--- src/hw/rtl/mtlu_pkg.sv ---
`timescale 1ns / 1ps
package mtlu_pkg;
	localparam int MaxLeaves = 1024;
	localparam int NodeAw = 12;
	localparam int TagAw = 11;

	typedef enum logic [1:0] {
		OP_UPDATE  = 2'd0,
		OP_STORE   = 2'd1,
		OP_REBUILD = 2'd2,
		OP_NONE    = 2'd3
	} op_t;

	typedef enum logic [3:0] {
		ST_IDLE,
		ST_FETCH,
		ST_LOAD,
		ST_BLK1,
		ST_BLK2,
		ST_STORE,
		ST_NEXT,
		ST_ROOT,
		ST_ROOTW,
		ST_DONE
	} state_t;

	typedef struct packed {
		logic        start;
		logic        second;
		logic [511:0] block;
	} sha_req_t;

	function automatic logic [31:0] rotr(input logic [31:0] x, input int n);
		rotr = (x >> n) | (x << (32 - n));
	endfunction

	function automatic logic [31:0] sha_k(input logic [5:0] t);
		logic [31:0] k [64];
		k = '{
			32'h428a2f98, 32'h71374491, 32'hb5c0fbcf, 32'he9b5dba5, 32'h3956c25b, 32'h59f111f1,
			32'h923f82a4, 32'hab1c5ed5, 32'hd807aa98, 32'h12835b01, 32'h243185be, 32'h550c7dc3,
			32'h72be5d74, 32'h80deb1fe, 32'h9bdc06a7, 32'hc19bf174, 32'he49b69c1, 32'hefbe4786,
			32'h0fc19dc6, 32'h240ca1cc, 32'h2de92c6f, 32'h4a7484aa, 32'h5cb0a9dc, 32'h76f988da,
			32'h983e5152, 32'ha831c66d, 32'hb00327c8, 32'hbf597fc7, 32'hc6e00bf3, 32'hd5a79147,
			32'h06ca6351, 32'h14292967, 32'h27b70a85, 32'h2e1b2138, 32'h4d2c6dfc, 32'h53380d13,
			32'h650a7354, 32'h766a0abb, 32'h81c2c92e, 32'h92722c85, 32'ha2bfe8a1, 32'ha81a664b,
			32'hc24b8b70, 32'hc76c51a3, 32'hd192e819, 32'hd6990624, 32'hf40e3585, 32'h106aa070,
			32'h19a4c116, 32'h1e376c08, 32'h2748774c, 32'h34b0bcb5, 32'h391c0cb3, 32'h4ed8aa4a,
			32'h5b9cca4f, 32'h682e6ff3, 32'h748f82ee, 32'h78a5636f, 32'h84c87814, 32'h8cc70208,
			32'h90befffa, 32'ha4506ceb, 32'hbef9a3f7, 32'hc67178f2};
		sha_k = k[t];
	endfunction
endpackage

--- src/hw/rtl/mtlu_sha_core.sv ---
`timescale 1ns / 1ps
module mtlu_sha_core
	import mtlu_pkg::*;
(
	input  logic         clk,
	input  logic         arst_n,
	input  sha_req_t     req,
	output logic         done,
	output logic [255:0] digest
);
	logic [31:0] w_q [16];
	logic [31:0] h_q [8];
	logic [31:0] a_q, b_q, c_q, d_q, e_q, f_q, g_q, k_q;
	logic [5:0]  t_q;
	logic        run_q;
	logic        fin_q;
	logic [31:0] t1, t2, s0, s1, wn;
	logic [31:0] iv [8];

	assign iv = '{32'h6a09e667, 32'hbb67ae85, 32'h3c6ef372, 32'ha54ff53a,
		32'h510e527f, 32'h9b05688c, 32'h1f83d9ab, 32'h5be0cd19};

	always_comb begin
		s0 = rotr(w_q[1], 7) ^ rotr(w_q[1], 18) ^ (w_q[1] >> 3);
		s1 = rotr(w_q[14], 17) ^ rotr(w_q[14], 19) ^ (w_q[14] >> 10);
		wn = w_q[0] + s0 + w_q[9] + s1;
		t1 = k_q + (rotr(e_q, 6) ^ rotr(e_q, 11) ^ rotr(e_q, 25)) +
			((e_q & f_q) ^ (~e_q & g_q)) + sha_k(t_q) + w_q[0];
		t2 = (rotr(a_q, 2) ^ rotr(a_q, 13) ^ rotr(a_q, 22)) +
			((a_q & b_q) ^ (a_q & c_q) ^ (b_q & c_q));
	end

	always_ff @(posedge clk or negedge arst_n) begin
		if (!arst_n) begin
			run_q <= 1'b0;
			fin_q <= 1'b0;
			t_q   <= '0;
		end else begin
			fin_q <= 1'b0;
			if (req.start) begin
				run_q <= 1'b1;
				t_q   <= '0;
			end else if (run_q) begin
				t_q <= t_q + 6'd1;
				if (t_q == 6'd63) begin
					run_q <= 1'b0;
					fin_q <= 1'b1;
				end
			end
		end
	end

	always_ff @(posedge clk) begin
		if (req.start) begin
			for (int i = 0; i < 16; i++) w_q[i] <= req.block[511 - 32 * i -: 32];
			if (!req.second) begin
				for (int i = 0; i < 8; i++) h_q[i] <= iv[i];
				{a_q, b_q, c_q, d_q} <= {iv[0], iv[1], iv[2], iv[3]};
				{e_q, f_q, g_q, k_q} <= {iv[4], iv[5], iv[6], iv[7]};
			end else begin
				{a_q, b_q, c_q, d_q} <= {h_q[0], h_q[1], h_q[2], h_q[3]};
				{e_q, f_q, g_q, k_q} <= {h_q[4], h_q[5], h_q[6], h_q[7]};
			end
		end else if (run_q) begin
			for (int i = 0; i < 15; i++) w_q[i] <= w_q[i + 1];
			w_q[15] <= wn;
			k_q <= g_q; g_q <= f_q; f_q <= e_q; e_q <= d_q + t1;
			d_q <= c_q; c_q <= b_q; b_q <= a_q; a_q <= t1 + t2;
		end else if (fin_q) begin
			h_q[0] <= h_q[0] + a_q; h_q[1] <= h_q[1] + b_q;
			h_q[2] <= h_q[2] + c_q; h_q[3] <= h_q[3] + d_q;
			h_q[4] <= h_q[4] + e_q; h_q[5] <= h_q[5] + f_q;
			h_q[6] <= h_q[6] + g_q; h_q[7] <= h_q[7] + k_q;
		end
	end

	logic done_q;
	always_ff @(posedge clk or negedge arst_n) begin
		if (!arst_n) done_q <= 1'b0;
		else         done_q <= fin_q;
	end
	assign done = done_q;
	assign digest = {h_q[0], h_q[1], h_q[2], h_q[3], h_q[4], h_q[5], h_q[6], h_q[7]};
endmodule

--- config.mk ---
export PLATFORM = sky130hd
export DESIGN_NAME = mtlu_sha_core
export DESIGN_NICKNAME = d
export VERILOG_FILES = /design/src/hw/rtl/mtlu_pkg.sv /design/src/hw/rtl/mtlu_sha_core.sv
export SDC_FILE = /design/constraint.sdc
export NUM_CORES = 2
export LEC_CHECK = 0
export BUFFER_PORTS_ARGS = -buffer_cell sky130_fd_sc_hd__buf_2
export CELL_PAD_IN_SITES_DETAIL_PLACEMENT = 1
export CELL_PAD_IN_SITES_GLOBAL_PLACEMENT = 1
export CORE_MARGIN = 2
export CORE_UTILIZATION = 25
export CTS_BUF_LIST = sky130_fd_sc_hd__clkbuf_8
export DETAILED_ROUTE_END_ITERATION = 8
export GPL_TIMING_DRIVEN = 0
export PLACE_DENSITY = 0.47
export SYNTH_ARGS = -nofsm -noshare
export SYNTH_HDL_FRONTEND = slang
export SYNTH_SLANG_ARGS = --single-unit
--- constraint.sdc ---
create_clock -name clk -period 15.5 [get_ports clk]
set_input_delay 3.1 -clock clk [delete_from_list [all_inputs] [get_ports clk]]
set_output_delay 3.1 -clock clk [all_outputs]
set_load 0.1 [all_outputs]
==> results.txt <==
Among all cell types in the netlist, the one instantiated most often is edfxtp_1. Including well taps, the total number of placed cells is 10.29k. The sequential area share after synthesis is 45.53%. TritonCTS built the clock tree.

The post-cts hold buffer count is 0. The min-delay analysis places its worst path in the category register to register. The maximum count of clock buffers along a single path is 4.

The average cell area after synthesis is 11.49 sq um. The number of buffers created by CTS is 212. The clock network latency to the later pin of the worst-skew pair is about 1100 ps. At the worst endpoint, the arrival time is 12100 ps. The die width came out at between 500 and 600 microns.

The final reports fail on max-capacitance violations, max-slew violations. The via count of the first global-routing pass came out at 55.49k. The clock-pin slew of the registers on the worst-case setup and hold paths came out at 60 ps. The number of antenna violations at the first check in global routing is 132. The count of fill cells added during filler insertion came out at roughly 30k.

The max-cap violation count came out at 1. The max-slew violation count came out at 10. After detailed routing, the total wire length is around 350000 microns. The register bit total from synthesis came out at 1033.

The count of flip-flops with a built-in enable after synthesis came out at approximately 1.0k. For flop-to-flop paths, the worst setup slack is 4140 ps. The post-DP HPWL is 285200 microns. The number of nets in the final layout came out at 8041. Setup repair after global routing left no endpoint under its margin. The worst setup path is launched from a register. The required arrival time at the worst endpoint is 16240 ps. The vias per cell is 5.050. The slowest stage of the critical path belongs to the cell nor2_1. The count of endpoints failing hold in the final timing report came to 0. The setup skew after layout is 127.7 ps. The worst path in the final design needs a cycle of roughly 11000 ps, including I/O delays and setup. The critical path is of the register to register type.

The synthesized net count is 7026. The iteration-0 DRC count of the detailed router is 4764. The number of buffer cells added on primary ports came out at between 700 and 800. The netlist area before placement is 0.06803 sq mm. In this run the worst setup path begins at t_q[0]. The full die area is 0.2763 sq mm. The final core area utilization came out at between 20% and 30%.

The initial cell density of the core is approximately a quarter. The biggest cell delay along the critical path is around 1000 ps. Summed over all layers, the global routing overflow is 0. In the synthesized netlist, the cells that appear most often are 1024 x edfxtp_1, 506 x mux2_2, 393 x ha_1. The top achievable clock speed came out at ~88 MHz.

The final non-filler cell area is slightly above 0.08 sq mm. The slew at the pin closest to its max-slew limit came out at 1507 ps. edfxtp_1 takes more of the synthesized area than any other cell. The fraction of final layout cells with drive strength greater than 1 came out at a little under a quarter. The vertical die dimension is about 530 microns. In this run the number of H-tree levels came out at 4.

The pin count of the biggest net entering global routing came out at 49. The area added between synthesis and finish is 19.00%. The number of resized instances in the post-cts repair step is 0. The first detailed-routing pass ran for 5 iterations. The number of distinct library cell variants in the gate-level netlist after synthesis is 89. The worst register-to-register path begins at t_q[0]. Counting flops with an async set or reset pin after synthesis yields a share of 0.8712%. The first global-routing pass estimated 474600 microns of wire. During synthesis, Yosys emitted a total of 0 warnings. Summing all placed instances gives a cell area of 0.07702 sq mm. The core footprint is 0.2708 sq mm.

The area share of the largest cell type after synthesis is between 40 and 50%. The count of standard-cell rows came out at 191. The area taken by flip-flops and latches is 0.03097 sq mm. The flow ran to the end, but the final reports show violations.

The clock sink count is 1033. After detailed routing, the average wire length per cell comes to 32.86 microns. For this run, design rule violations remaining after detail routing come to 0. Global routing consumed, over all layers together, between 20% and 30% of the routing resources. The worst setup path is captured at a register. The count of placed standard cells in the final layout, fillers left out came out at approximately 11k.

The tree is rooted in a clkbuf_8. The count of nets left with antenna violations after detail routing came out at 0. In this run the worst setup path terminates at a_q[23]. The worst register-to-register path ends at a_q[23]. The most used flip-flop cell after synthesis is edfxtp_1. Along the worst path, the maximum fanout reaches 14. The final clock period utilization by the worst path is 73.31%. Summing all multi-input logic gate instances after layout gives around 0.035 sq mm. The total I/O pin count is 773. Ranked by total cell area, the synthesized netlist is headed by edfxtp_1 45%, mux2_2 8.4%, ha_1 7.2%. The post-synthesis cell count is 5922. The via total after detailed routing is between 50k and 60k. The routability-driven placement congestion ratio came out at ~0.94. The number of endpoints failing setup at the final stage is 0. The post-CTS repair timing setup buffer count is 0. The length in cells of the worst reg-to-reg path came out at 36. The worst slew margin relative to its limit came out at -0.4498%.
==> how the worst min path moves through the flow <==
stage,to,cells past startpoint,slack [ps],start
floorplan,done,0,400,fin_q
global placement,w_q[0][189],1,530,w_q[0][221]
detailed placement,w_q[0][76],1,530,w_q[0][108]
CTS,w_q[0][219],1,460,w_q[0][251]
global route,w_q[0][219],1,480,w_q[0][251]
finish,w_q[0][219],1,470,w_q[0][251]
==> layout by cell type, fill, tap and decap left out, types with 20 or more instances in the layout <==
cell      instances
a211oi_1         48
a21o_1          177
a21oi_1         331
a22o_1           85
a31oi_1          47
and3_1           32
buf_1            24
buf_12           28
buf_2           770
clkbuf_1        232
clkbuf_8        212
clkinv_1         60
diode_2          54
edfxtp_1       1024
fa_1            195
ha_1            393
inv_1           420
mux2_2          506
nand2_1         375
nand2b_1         77
nand3_1          75
nand4_1          20
nor2_1          328
nor2b_1          44
nor3_1           76
o211ai_1         25
o21a_1           67
o21ai_0         348
o21bai_1         47
o22a_1          107
or3_1            30
xnor2_1         369
xor2_1          196
==> worst max-delay path, delay by kind of cell, from the launching register on <==
family / cells / cell delay [ps]
XOR/XNOR: 2 / 820
buffers and inverters: 5 / 900
AO/OA/AOI/OAI: 18 / 4230
flip-flops: 1 / 550
adder cells (fa/ha/maj): 6 / 2830
AND/OR/NAND/NOR: 5 / 1680
==> flip-flops by register name (all words and copies together) (netlist names) <==
| signal | count |
|---|---|
| a_q | 32 |
| b_q | 32 |
| e_q | 32 |
| c_q | 32 |
| run_q | 1 |
| w_q | 512 |
| f_q | 32 |
| fin_q | 1 |
| d_q | 32 |
| k_q | 32 |
| done | 1 |
| t_q | 6 |
| h_q | 256 |
| g_q | 32 |
==> cells by family after synthesis <==
family | share of synthesized area (%)
buf+inv | 3.360
flops | 45.53
xor+xnor | 7.307
compound gates | 14.52
mux | 8.784
fa+ha+maj | 13.01
simple gates | 7.489
==> cell type report <==
class / count / share of cell area [%]
clock buffers: 212 / 3.604
multi-input cells: 4280 / 42.97
inverters: 345 / 1.604
flip-flops and latches: 1033 / 38.26
well taps: 3570 / 5.518
plain buffers: 264 / 1.236
clock inverters: 167 / 1.087
repair buffers: 801 / 5.555
diodes: 54 / 0.1669
==> through the flow <==
step / TNS (ps) / hold slack [ps] / setup WS, ps
after floorplan: 0 / 403.3 / 79.19
after global routing: 0 / 482.4 / 3673
after detailed placement: 0 / 531.7 / 4165
after CTS: 0 / 459.4 / 4120
final: 0 / 466.8 / 4137
after global placement: -7908110 / 528.1 / -9156
==> routing by layer <==
layer | GRT usage, % | vias to the layer above | share of wire (%)
met1 | 34.66 | 27950 | 46
met5 | 0.4329 | - | 0.14
li1 | - | 23850 | -
met4 | 6.527 | 54 | 3.0
met3 | 5.731 | 486 | 6.6
met2 | 38.15 | 1829 | 44
Power is left out: the tool's default activity adds up to more than one toggle a clock period on the data nets, which glitch-free logic cannot reach.
